`src/rtl/core/tts_pkg.sv`:
```
// ----------------------------------------------------------------------------
// tts_pkg
// Shared types and codes for the timed toggle pattern sequencer.
// ----------------------------------------------------------------------------
package tts_pkg;

	// Item kinds carried on the input tuser field.
	typedef enum logic [2:0] {
		KIND_TICK    = 3'd0,
		KIND_START   = 3'd1,
		KIND_STOP    = 3'd2,
		KIND_RESTART = 3'd3,
		KIND_LOAD    = 3'd4
	} kind_t;

	// Configuration register indexes.
	typedef enum logic [2:0] {
		REG_ACTIVE_STEPS   = 3'd0,
		REG_REPEAT_SETTING = 3'd1,
		REG_DRIVE_ENABLE   = 3'd2,
		REG_INITIAL_LEVEL  = 3'd3,
		REG_END_LEVEL      = 3'd4
	} reg_index_t;

	localparam int unsigned KIND_W     = 3;
	localparam int unsigned INDEX_W    = 4;
	localparam int unsigned DUR_PORT_W = 32;
	localparam int unsigned REPEAT_W   = 16;
	localparam int unsigned CFG_DATA_W = 16;

	typedef struct packed {
		logic [4:0]                 active_steps;
		logic signed [REPEAT_W-1:0] repeat_setting;
		logic                       drive_enable;
		logic                       initial_level;
		logic                       end_level;
	} cfg_t;

	typedef struct packed {
		logic                       finished;
		logic                       looped;
		logic                       toggled;
		logic signed [REPEAT_W-1:0] repeats_left;
		logic [INDEX_W-1:0]         current_step;
		logic                       is_running;
		logic                       phase_level;
		logic                       pin_level;
	} result_t;

endpackage

```
`src/rtl/core/tts_table.sv`:
```
// ----------------------------------------------------------------------------
// tts_table
// Step duration storage: one write port, one asynchronous read port.
// ----------------------------------------------------------------------------
module tts_table #(
	parameter int unsigned MAX_STEPS     = 16,
	parameter int unsigned DURATION_BITS = 32,
	parameter int unsigned STEP_W        = 4
) (
	input  logic                     clk,
	input  logic                     wr_en,
	input  logic [STEP_W-1:0]        wr_addr,
	input  logic [DURATION_BITS-1:0] wr_data,
	input  logic [STEP_W-1:0]        rd_addr,
	output logic [DURATION_BITS-1:0] rd_data
);

	// Entries hold no reset value; they are defined once loaded.
	logic [DURATION_BITS-1:0] dur_q [MAX_STEPS];

	always_ff @(posedge clk) begin
		if (wr_en) begin
			dur_q[wr_addr] <= wr_data;
		end
	end

	assign rd_data = dur_q[rd_addr];

endmodule

```
`src/rtl/core/tts_engine.sv`:
```
// ----------------------------------------------------------------------------
// tts_engine
// Sequencer state and the combinational update for one item.
// ----------------------------------------------------------------------------
module tts_engine #(
	parameter int unsigned MAX_STEPS     = 16,
	parameter int unsigned DURATION_BITS = 32,
	parameter int unsigned STEP_W        = 4
) (
	input  logic                              clk,
	input  logic                              arst_n,
	input  logic                              fire,
	input  logic [tts_pkg::KIND_W-1:0]        kind,
	input  logic [tts_pkg::INDEX_W-1:0]       step_index,
	input  logic [tts_pkg::DUR_PORT_W-1:0]    step_duration,
	input  tts_pkg::cfg_t                     cfg,
	output tts_pkg::result_t                  res
);

	localparam int unsigned CNT_W = $clog2(MAX_STEPS + 1);

	logic [DURATION_BITS-1:0]            elapsed_q, elapsed_n;
	logic [STEP_W-1:0]                   step_q, step_n;
	logic signed [tts_pkg::REPEAT_W-1:0] rep_q, rep_n, rep_dec;
	logic                                phase_q, phase_n;
	logic                                pin_q, pin_n;
	logic                                running_q, running_n;
	logic                                toggled, looped, finished;

	logic [CNT_W-1:0]         steps_used;
	logic [CNT_W-1:0]         step_inc;
	logic [DURATION_BITS-1:0] cur_dur;
	logic [DURATION_BITS-1:0] load_dur;
	logic                     load_en;

	always_comb begin
		if (cfg.active_steps == 5'd0) begin
			steps_used = CNT_W'(1);
		end else if (32'(cfg.active_steps) > MAX_STEPS) begin
			steps_used = CNT_W'(MAX_STEPS);
		end else begin
			steps_used = CNT_W'(cfg.active_steps);
		end
	end

	// Loaded durations are masked to the counter width; zero becomes one.
	always_comb begin
		load_dur = DURATION_BITS'(step_duration);
		if (load_dur == '0) begin
			load_dur = DURATION_BITS'(1);
		end
	end

	assign load_en = fire && (kind == tts_pkg::KIND_LOAD) && (32'(step_index) < MAX_STEPS);

	tts_table #(
		.MAX_STEPS    (MAX_STEPS),
		.DURATION_BITS(DURATION_BITS),
		.STEP_W       (STEP_W)
	) u_table (
		.clk    (clk),
		.wr_en  (load_en),
		.wr_addr(STEP_W'(step_index)),
		.wr_data(load_dur),
		.rd_addr(step_q),
		.rd_data(cur_dur)
	);

	assign step_inc = CNT_W'(step_q) + CNT_W'(1);
	assign rep_dec  = (rep_q > 16'sd0) ? rep_q - 16'sd1 : rep_q;

	always_comb begin
		elapsed_n = elapsed_q;
		step_n    = step_q;
		rep_n     = rep_q;
		phase_n   = phase_q;
		pin_n     = pin_q;
		running_n = running_q;
		toggled   = 1'b0;
		looped    = 1'b0;
		finished  = 1'b0;
		unique case (kind)
			tts_pkg::KIND_TICK: begin
				if (running_q) begin
					if (elapsed_q >= cur_dur) begin
						// Excess time carries into the next step.
						elapsed_n = elapsed_q - cur_dur + DURATION_BITS'(1);
						if (step_inc >= steps_used) begin
							step_n = '0;
							rep_n  = rep_dec;
							if (rep_dec == 16'sd0) begin
								running_n = 1'b0;
								finished  = 1'b1;
								if (cfg.drive_enable) begin
									pin_n = cfg.end_level;
								end
							end else begin
								looped = 1'b1;
							end
						end else begin
							step_n = STEP_W'(step_inc);
						end
						if (!finished) begin
							phase_n = ~phase_q;
							toggled = 1'b1;
							if (cfg.drive_enable) begin
								pin_n = ~phase_q;
							end
						end
					end else begin
						elapsed_n = elapsed_q + DURATION_BITS'(1);
					end
				end
			end
			tts_pkg::KIND_START, tts_pkg::KIND_RESTART: begin
				step_n    = '0;
				elapsed_n = '0;
				running_n = 1'b1;
				phase_n   = cfg.initial_level;
				rep_n     = cfg.repeat_setting;
				if (cfg.drive_enable) begin
					pin_n = cfg.initial_level;
				end
			end
			tts_pkg::KIND_STOP: begin
				running_n = 1'b0;
				step_n    = '0;
				rep_n     = cfg.repeat_setting;
			end
			default: begin
			end
		endcase
	end

	always_ff @(posedge clk or negedge arst_n) begin
		if (!arst_n) begin
			elapsed_q <= '0;
			step_q    <= '0;
			rep_q     <= '0;
			phase_q   <= 1'b0;
			pin_q     <= 1'b0;
			running_q <= 1'b0;
		end else if (fire) begin
			elapsed_q <= elapsed_n;
			step_q    <= step_n;
			rep_q     <= rep_n;
			phase_q   <= phase_n;
			pin_q     <= pin_n;
			running_q <= running_n;
		end
	end

	always_comb begin
		res.pin_level    = pin_n;
		res.phase_level  = phase_n;
		res.is_running   = running_n;
		res.current_step = tts_pkg::INDEX_W'(step_n);
		res.repeats_left = rep_n;
		res.toggled      = toggled;
		res.looped       = looped;
		res.finished     = finished;
	end

	a_finish_stops: assert property (@(posedge clk) disable iff (!arst_n)
		fire && finished |=> !running_q && step_q == '0)
		else $error("run did not stop after its final pass");

	a_toggle_excl: assert property (@(posedge clk) disable iff (!arst_n)
		fire |-> !(toggled && finished) && !(looped && finished))
		else $error("final wrap reported a toggle or a loop");

	a_idle_tick: assert property (@(posedge clk) disable iff (!arst_n)
		fire && !running_q && kind == tts_pkg::KIND_TICK |=> $stable(elapsed_q) && !running_q)
		else $error("tick changed state while stopped");

endmodule

```
`src/rtl/core/timed_toggle_pattern_sequencer.sv`:
```
// ----------------------------------------------------------------------------
// timed_toggle_pattern_sequencer
// Programmable pulse pattern generator driven by millisecond tick items.
// ----------------------------------------------------------------------------
// Usage: items enter on the s_axis channel. tuser holds the kind (tick,
// start, stop, restart, load step); tdata holds the step index and, for a
// load, the step duration. Every accepted item yields exactly one result on
// the m_axis channel, reporting pin and phase levels, run state, the current
// step, the remaining repeat count and the toggled, looped and finished flags.
// Configuration registers are written over the cfg channel, which is always
// ready; write them only while no item is in flight.
// Pipeline: an accepted item is held in the input register, and its result is
// captured in the result register when the engine fires. One item is accepted
// every cycle while the receiver keeps taking results; the state update, one table
// read, one compare and one subtract all fit between the input register and the result register.
// Reset clears the run state and restores register defaults; the duration
// table is not cleared and must be loaded before it is used. When the
// receiver stalls, the result register holds and the input register fills,
// after which s_axis_tready drops until the result is taken.
// ----------------------------------------------------------------------------
module timed_toggle_pattern_sequencer #(
	parameter int unsigned MAX_STEPS     = 16,
	parameter int unsigned DURATION_BITS = 32
) (
	input  logic        clk,
	input  logic        arst_n,
	// Input items
	input  logic        s_axis_tvalid,
	output logic        s_axis_tready,
	input  logic [39:0] s_axis_tdata,  // step_index[3:0], step_duration[35:4], zero pad
	input  logic [2:0]  s_axis_tuser,  // kind[2:0]
	// Result items
	output logic        m_axis_tvalid,
	input  logic        m_axis_tready,
	output logic [31:0] m_axis_tdata,  // pin_level[0], phase_level[1], is_running[2],
	                                   // current_step[6:3], repeats_left[22:7],
	                                   // toggled[23], looped[24], finished[25], zero pad
	// Configuration writes
	input  logic        cfg_valid,
	output logic        cfg_ready,
	input  logic [2:0]  cfg_index,
	input  logic [15:0] cfg_data
);

	localparam int unsigned STEP_W = (MAX_STEPS > 1) ? $clog2(MAX_STEPS) : 1;

	logic                                  s1_valid_q;
	logic [tts_pkg::KIND_W-1:0]            kind_s1;
	logic [tts_pkg::INDEX_W-1:0]           index_s1;
	logic [tts_pkg::DUR_PORT_W-1:0]        dur_s1;
	logic                                  out_valid_q;
	tts_pkg::result_t                      out_q;
	tts_pkg::result_t                      res;
	tts_pkg::cfg_t                         cfg_q;
	logic                                  advance;
	logic                                  fire;

	// The input register moves on whenever the result register is free or drains.
	assign advance       = !out_valid_q || m_axis_tready;
	assign fire          = s1_valid_q && advance;
	assign s_axis_tready = !s1_valid_q || advance;
	assign cfg_ready     = 1'b1;

	always_ff @(posedge clk or negedge arst_n) begin
		if (!arst_n) begin
			s1_valid_q <= 1'b0;
		end else if (s_axis_tready) begin
			s1_valid_q <= s_axis_tvalid;
		end
	end

	always_ff @(posedge clk) begin
		if (s_axis_tready && s_axis_tvalid) begin
			kind_s1  <= s_axis_tuser;
			index_s1 <= s_axis_tdata[3:0];
			dur_s1   <= s_axis_tdata[35:4];
		end
	end

	always_ff @(posedge clk or negedge arst_n) begin
		if (!arst_n) begin
			cfg_q.active_steps   <= 5'd1;
			cfg_q.repeat_setting <= 16'sd0;
			cfg_q.drive_enable   <= 1'b0;
			cfg_q.initial_level  <= 1'b1;
			cfg_q.end_level      <= 1'b0;
		end else if (cfg_valid && cfg_ready) begin
			unique case (cfg_index)
				tts_pkg::REG_ACTIVE_STEPS:   cfg_q.active_steps   <= cfg_data[4:0];
				tts_pkg::REG_REPEAT_SETTING: cfg_q.repeat_setting <= cfg_data;
				tts_pkg::REG_DRIVE_ENABLE:   cfg_q.drive_enable   <= cfg_data[0];
				tts_pkg::REG_INITIAL_LEVEL:  cfg_q.initial_level  <= cfg_data[0];
				tts_pkg::REG_END_LEVEL:      cfg_q.end_level      <= cfg_data[0];
				default: begin
				end
			endcase
		end
	end

	tts_engine #(
		.MAX_STEPS    (MAX_STEPS),
		.DURATION_BITS(DURATION_BITS),
		.STEP_W       (STEP_W)
	) u_engine (
		.clk          (clk),
		.arst_n       (arst_n),
		.fire         (fire),
		.kind         (kind_s1),
		.step_index   (index_s1),
		.step_duration(dur_s1),
		.cfg          (cfg_q),
		.res          (res)
	);

	always_ff @(posedge clk or negedge arst_n) begin
		if (!arst_n) begin
			out_valid_q <= 1'b0;
		end else if (advance) begin
			out_valid_q <= s1_valid_q;
		end
	end

	always_ff @(posedge clk) begin
		if (fire) begin
			out_q <= res;
		end
	end

	assign m_axis_tvalid = out_valid_q;
	assign m_axis_tdata  = {6'd0, out_q.finished, out_q.looped, out_q.toggled,
		out_q.repeats_left, out_q.current_step, out_q.is_running,
		out_q.phase_level, out_q.pin_level};

	a_s1_holds: assert property (@(posedge clk) disable iff (!arst_n)
		s1_valid_q && !advance |=> s1_valid_q && $stable(kind_s1) && $stable(dur_s1))
		else $error("input register lost an item during a stall");

	a_fire_delivers: assert property (@(posedge clk) disable iff (!arst_n)
		fire |=> out_valid_q)
		else $error("processed item did not reach the result register");

	a_no_accept_full: assert property (@(posedge clk) disable iff (!arst_n)
		s1_valid_q && out_valid_q && !m_axis_tready |-> !s_axis_tready)
		else $error("item accepted while both registers are full");

endmodule
```
`config.mk`:
```
export PLATFORM = sky130hd
export DESIGN_NAME = timed_toggle_pattern_sequencer
export DESIGN_NICKNAME = d
export VERILOG_FILES = /design/src/rtl/core/tts_pkg.sv /design/src/rtl/core/tts_table.sv /design/src/rtl/core/tts_engine.sv /design/src/rtl/core/timed_toggle_pattern_sequencer.sv
export SDC_FILE = /design/constraint.sdc
export NUM_CORES = 1
export LEC_CHECK = 0
export BUFFER_PORTS_ARGS = -buffer_cell sky130_fd_sc_hd__buf_2
export CORE_AREA = 3 3 225 249
export DETAILED_ROUTE_END_ITERATION = 7
export DIE_AREA = 0 0 228 252
export PLACE_DENSITY = 0.82
export SLEW_MARGIN = 10
export SYNTH_ARGS = -nofsm -noshare
export SYNTH_HDL_FRONTEND = slang
export SYNTH_SLANG_ARGS = --single-unit
```
`constraint.sdc`:
```
create_clock -name clk -period 5.35 [get_ports clk]
set_input_delay 1.07 -clock clk [delete_from_list [all_inputs] [get_ports clk]]
set_output_delay 1.07 -clock clk [all_outputs]
set_load 0.1 [all_outputs]
```
# Word level (Yosys, flattened, before mapping)
# Memories as Yosys holds them, arrays and structs flattened.
# Cells that the tools add are included.
[totals] ff_bits=146 latch_bits=0 ram_bits=512 rom_bits=0 in_bits=67 out_inout_bits=35 wordCells=108 mem_count=1
[classes] add_sub_neg=5 n_mul=0 n_div=0 magnitude_cmp=4 eq_ne=9 shift=0 mux=41 bitwise=1 reduce_logical=23
[mem_list] memory="u_engine.u_table.dur_q" depth=16 word_bits=32 read_ports=1 rd_ports_with_merged_regs=0 wr=1 line_no="tts_table.sv:19" rtl="logic [DURATION_BITS-1:0] dur_q [MAX_STEPS];"
[ops] op="32-bit two-way mux" count=3
[ops] op="32-bit by 1-bit adder with 32-bit output (second input constant)" count=2
[ops] op="16-bit two-way mux" count=4
[ops] op="32-bit case mux with 2 select lines" count=1
[ops] op="32-bit >= comparator" count=1
[ops] op="32-bit zero test" count=1
[ops] op="16-bit case mux with 2 select lines" count=1
[ops] op="32-bit subtractor" count=1
[ops] op="1-bit two-way mux" count=23
[ops] op="16-bit by 1-bit > comparator with 1-bit output (second input constant)" count=1
[ops] op="16-bit zero test" count=1
[ops] op="16-bit by 2-bit subtractor with 16-bit output (second input constant)" count=1
[ops] op="3-bit by 2-bit == test with 1-bit output (second input constant)" count=4
[ops] op="4-bit two-way mux" count=3
[ops] op="5-bit two-way mux" count=2
[ops] op="2-bit AND reduction" count=5
[ops] op="4-bit case mux with 2 select lines" count=1
[ops] op="3-bit by 1-bit == test with 1-bit output (second input constant)" count=2
[ops] op="3-bit == test (second input constant)" count=2
[ops] op="3-bit zero test" count=2
[ops] op="3-bit AND reduction" count=2
[ops] op="4-bit by 1-bit adder with 5-bit output (second input constant)" count=1
[ops] op="5-bit >= comparator" count=1
[ops] op="5-bit > comparator (second input constant)" count=1
[ops] op="other kinds (12)" count=17

# Longest topological paths before layout
[depth] ltp_word=12 ltp_mapped=19 mapped_depth_nobuf=15

# By module
# From an unflattened synthesis, not the netlist that was laid out.
[unflattened] hier_cells=1910 hier_area_um2=29527.1
[by_module_without_submodules] module="tts_table" n_inst=1 cells_per_inst=806 area_per_inst_um2=19194.7 seq_area_each_um2=15374.7
[by_module_without_submodules] module="tts_engine" n_inst=1 cells_per_inst=967 area_per_inst_um2=7225.7 seq_area_each_um2=1376.3
[by_module_without_submodules] module="timed_toggle_pattern_sequencer" n_inst=1 cells_per_inst=137 area_per_inst_um2=3106.7 seq_area_each_um2=2605.0

# Worst setup path after synthesis
# OpenSTA, ideal clock, no wires.
[synth_timing] path_kind="reg2reg" startpoint="register u_engine.step_q[0]" endpoint="register u_engine.elapsed_q[29]" setup_time_ns=0.130 arrival_ns=4.982 t_required_ns=5.220 path_slack_ns=0.237 path_stages_with_launch=19 n_path_buf=3 synth_period_minus_slack_ns=5.113 cell_sequence="dfrtp_1 -> clkbuf_1 -> clkbuf_1 -> buf_1 -> mux4_2 -> mux4_2 -> inv_1 -> ha_1 -> inv_1 -> fa_1 -> and4bb_2 -> and4b_1 -> a2111oi_2 -> o41ai_2 -> a21oi_1 -> o311ai_0 -> a21oi_1 -> xor2_1 -> o21bai_1"
[synth_between] elab_chain_cells=6 elab_cells_between_ends=7 classes_between="add/sub: 2; order compare: 1; mux: 3; memory: 1"
[synth_lines] item="from (decl)" line_no="tts_engine.sv:23" rtl="logic [STEP_W-1:0] step_q, step_n;"
[synth_lines] item="from (signal assigned)" line_no="tts_engine.sv:145" rtl="step_q <= step_n;"
[synth_lines] item="memory read 16 x 32 bit (*)"
[synth_lines] item="32-bit subtractor" line_no="tts_engine.sv:87" rtl="elapsed_n = elapsed_q - cur_dur + DURATION_BITS'(1);"
[synth_lines] item="32-bit by 1-bit adder with 32-bit output" line_no="tts_engine.sv:87"
[synth_lines] item="32-bit two-way mux (*)" line_no="tts_engine.sv:85" rtl="if (elapsed_q >= cur_dur) begin"
[synth_lines] item="32-bit two-way mux (*)" line_no="tts_engine.sv:84" rtl="if (running_q) begin"
[synth_lines] item="32-bit case mux with 2 select lines (*)" line_no="tts_engine.sv:82" rtl="unique case (kind)"
[synth_lines] item="to (signal assigned)" line_no="tts_engine.sv:144" rtl="elapsed_q <= elapsed_n;"
[synth_lines] item="to (decl)" line_no="tts_engine.sv:22" rtl="logic [DURATION_BITS-1:0] elapsed_q, elapsed_n;"
# Every way passes the cells marked *; elsewhere a longest branch is shown, timed or not. The select of a mux whose other input is x is not followed.
# A chain may end at the register's enable or synchronous reset.

# Worst setup path after layout
[layout_timing] startpoint="register u_engine.step_q[0]" endpoint="register u_engine.elapsed_q[30]"
# The elaborated chain is that of the path after synthesis.

==> results.sh <==
export IMPL_r2r_slack_ps=230
export IMPL_fmax_mhz=195
export IMPL_ctsHtreeMaxLevel=3
export IMPL_synthTopCellsByArea="edfxtp_1 59%, mux4_2 12%, dfrtp_1 6.7%, ha_1 3.2%, a21oi_1 1.6%"
export IMPL_outcome="completed"
export IMPL_post_synth_top_count_cell="edfxtp_1"
export IMPL_post_route_util_pct=61.7
export IMPL_maxSlewViolCount=0
export IMPL_ys_types=89
export IMPL_routed_via_density=6.43
export IMPL_syn_avg_cell_area_um2=16.4
export IMPL_die_y_um=252
export IMPL_drt_initial_drc_count=1759
export IMPL_grt_pass1_wl_mm=109
export IMPL_ir_drop_v=0.000257
export IMPL_endpoint_kind="register"
export IMPL_core_mm2=0.0537
export IMPL_rsz0062_at_grt="no"
export IMPL_crit_path_top_delay_cell="mux4_2"
export IMPL_routed_wl_mm=71.3
export IMPL_crit_required_ps=5830
export IMPL_setup_viol=0
export IMPL_yosys_most_used_dff="edfxtp_1"
export IMPL_cp_arrival_ps=5600
export IMPL_drtAntennaViolNets=0
export IMPL_yosysTopAreaCell="edfxtp_1"
export IMPL_yosys_warnings=0
export IMPL_first_pass_iters=5
export IMPL_synth_edf_count=577
export IMPL_die_x_um=228
export IMPL_num_rows=89
export IMPL_cp_depth=16
export IMPL_postSynthCellCount=1789
export IMPL_syn_cell_area_mm2=0.0293
export IMPL_initial_core_util_pct=54.6
export IMPL_clock_skew_final_ps=25.1
export IMPL_hpwlAfterDp_mm=42.1
export IMPL_min_path_type="in2async"
export IMPL_critPathTopFamily="compound AO/OA/AOI/OAI gates"
export IMPL_synth_top_area_share_pct=59.1
export IMPL_cts_clk_slew_worst_paths_ps=70
export IMPL_min_period_ps=5120
export IMPL_r2r_start="u_engine.step_q[0]"
export IMPL_grt_overflow_total=0
export IMPL_cts_tree="yes"
export IMPL_holdWs_ps=368
export IMPL_cts_buffer_depth=3
export IMPL_postCtsHoldBufs=0
export IMPL_synth_seq_cells=658
export IMPL_antenna_found_initial=1
export IMPL_grt_pass1_vias=17600
export IMPL_clock_sinks=658
export IMPL_pwr_density_cell_mw_per_mm2=341
export IMPL_fin_setup_tns_ps=0
export IMPL_crit_reg2reg_capture="u_engine.elapsed_q[30]"
export IMPL_insertion_delay_ps=610
export IMPL_path_class="reg2reg"
export IMPL_startpoint_type="register"
export IMPL_r2r_cells=16
export IMPL_critPathMaxFanout=19
export IMPL_drv_cap=0
export IMPL_clockRootBuffer="clkbuf_16"
export IMPL_drive_above_1_share_pct=25.3
export IMPL_worstMarginPinSlew_ps=1140
export IMPL_n_antenna_cell=0
export IMPL_critPathLaunch="u_engine.step_q[0]"
export IMPL_grt_max_degree=55
export IMPL_slew_headroom_pct=24.1
export IMPL_synth_common_cells="577 x edfxtp_1, 160 x mux4_2, 91 x a21oi_1, 82 x inv_1"
export IMPL_worst_path_buf_inv=3
export IMPL_fill_cells=3703
export IMPL_max_stage_delay_ps=540
export IMPL_die_area_mm2=0.0575
export IMPL_cp_endpoint="u_engine.elapsed_q[30]"
export IMPL_synth_sequential_area_ratio_pct=66.0
export IMPL_drc=0
export IMPL_syn_to_final_growth_pct=12.9
export IMPL_vias=17300
export IMPL_leakage_nw=11.3
export IMPL_path_cells="buf_12 > buf_4 > mux4_2 > mux4_2 > inv_1 > ha_1 > fa_1 > a21o_1 > a211oi_1 > o21ai_0 > a221oi_1 > nor2_1 > a211oi_2 > o2111ai_1 > mux2i_1 > o211ai_1"
export IMPL_io_pins=102
export IMPL_gp_congestion=0.889
export IMPL_nets=2067
export IMPL_wl_per_cell_um=26.5
export IMPL_finalCritPeriodShare_pct=95.7
export IMPL_synthArstFlopShare_pct=12.3
export IMPL_numCtsBuffers=67
export IMPL_path_common_cell="mux4_2"
export IMPL_grt_total_usage_pct=25.0
export IMPL_port_buffers=90
export IMPL_hold_violations=0
[final cells by class]
type / instances / area [um^2] / area share, %
multi-input cells: 941 / 9350 / 28.3
clock inverters: 34 / 333 / 1.01
clock buffers: 85 / 1790 / 5.40
well taps: 728 / 911 / 2.75
repair buffers: 158 / 1040 / 3.14
flip-flops and latches: 658 / 19400 / 58.5
inverters: 84 / 315 / 0.953
[cells in the final DEF, fill, tap and decap left out, types with 7 or more instances in the layout]
cell and count:
o211ai_1 8, clkinv_1 9, and3_1 12, nand4_1 11, nor2_1 53, edfxtp_1 577, buf_4 63, clkbuf_16 69
clkinv_2 11, nor3_1 25, nand2_1 65, nand3_1 34, a21oi_1 90, a21o_1 13, o22ai_1 13, nor4_1 17
a31oi_1 17, clkbuf_1 16, nand2b_1 15, o21bai_1 7, conb_1 7, o21ai_0 74, buf_2 89, dfrtp_1 76
o22a_1 26, xor2_1 16, and4_1 8, fa_1 16, mux4_2 160, nor2_4 12, ha_1 74, xnor2_1 12
mux2_2 23, inv_1 82, nor3b_1 7
[through the flow]
| step | cell area [um^2] | power, mW | setup slack [ps] | std cells |
|---|---|---|---|---|
| 4_1_cts | 33100 | 11.4 | 151 | 2686 |
| 6_report | 33100 | 11.3 | 230 | 2688 |
| 5_1_grt | 33100 | 11.6 | 9.77 | 2688 |
| 2_1_floorplan | 29300 | 6.59 | 237 | 1794 |
| 3_3_place_gp | 30900 | 6.75 | 310 | 2567 |
| 3_5_place_dp | 30900 | 6.80 | 246 | 2567 |
[routing by layer]
metal | wire length, um | share of wire, % | global-route usage, %
met1 | 25800 | 36 | 31.2
met4 | 2930 | 4.1 | 11.1
met5 | 11 | 0.015 | 0
met2 | 37100 | 52 | 43.6
met3 | 5420 | 7.6 | 4.23
[cells by family (layout without fill, tap and decap cells)]
family	count (synthesis)	count (layout)	share of synthesized area, %
AOI/OAI and AO/OA	311	311	6.83
other	2	7	0.0256
buffers and inverters	195	361	2.66
xor gates and xnor gates	28	28	0.837
and+or+nand+nor	317	317	6.01
muxes	188	188	13.3
DFF	658	658	66.0
adders and majority gates	90	90	4.25
[power breakdown]
part	internal, mW	switching, mW
Sequential	5.76	0.217
Clock	2.62	1.97
Combinational	0.231	0.493
Total	8.61	2.68
[worst register-to-register path: cells and delay by family, from the launching register on]
kind | cells | cell delay [ps]
AO/OA/AOI/OAI | 7 | 1740
multiplexers | 3 | 1270
adder cells (fa/ha/maj) | 2 | 720
buffers and inverters | 3 | 630
flip-flops | 1 | 520
AND/OR/NAND/NOR | 1 | 110
[worst min path at each step]
stage,startpoint,endpoint,slack [ps],cells past startpoint
3_5_place_dp,s1_valid_q,m_axis_tvalid,490,1
4_1_cts,arst_n,u_engine.elapsed_q[5],360,1
2_1_floorplan,s1_valid_q,m_axis_tvalid,460,1
6_report,arst_n,u_engine.elapsed_q[5],370,1
5_1_grt,arst_n,u_engine.elapsed_q[5],390,1
3_3_place_gp,s1_valid_q,m_axis_tvalid,470,1
[flip-flops by register name (all words and copies together) (netlist names)]
name and count:
cfg_q 24, dur_s1 32, index_s1 4, kind_s1 3, m_axis_tdata 26, m_axis_tvalid 1
s1_valid_q 1, u_engine.elapsed_q 32, u_engine.phase_q 1, u_engine.pin_q 1, u_engine.rep_q 16, u_engine.running_q 1
u_engine.step_q 4, u_engine.u_table.dur_q 512
[what timing repair did]
| action | 4_1_cts | 5_1_grt |
|---|---|---|
| hold endpoints to repair | 0 | 0 |
| gates resized for setup | 0 | 4 |
| endpoints found under the setup margin | 0 | 9 |
| setup buffers | 0 | 2 |
No activity file was read; power rests on OpenSTA's default activity.
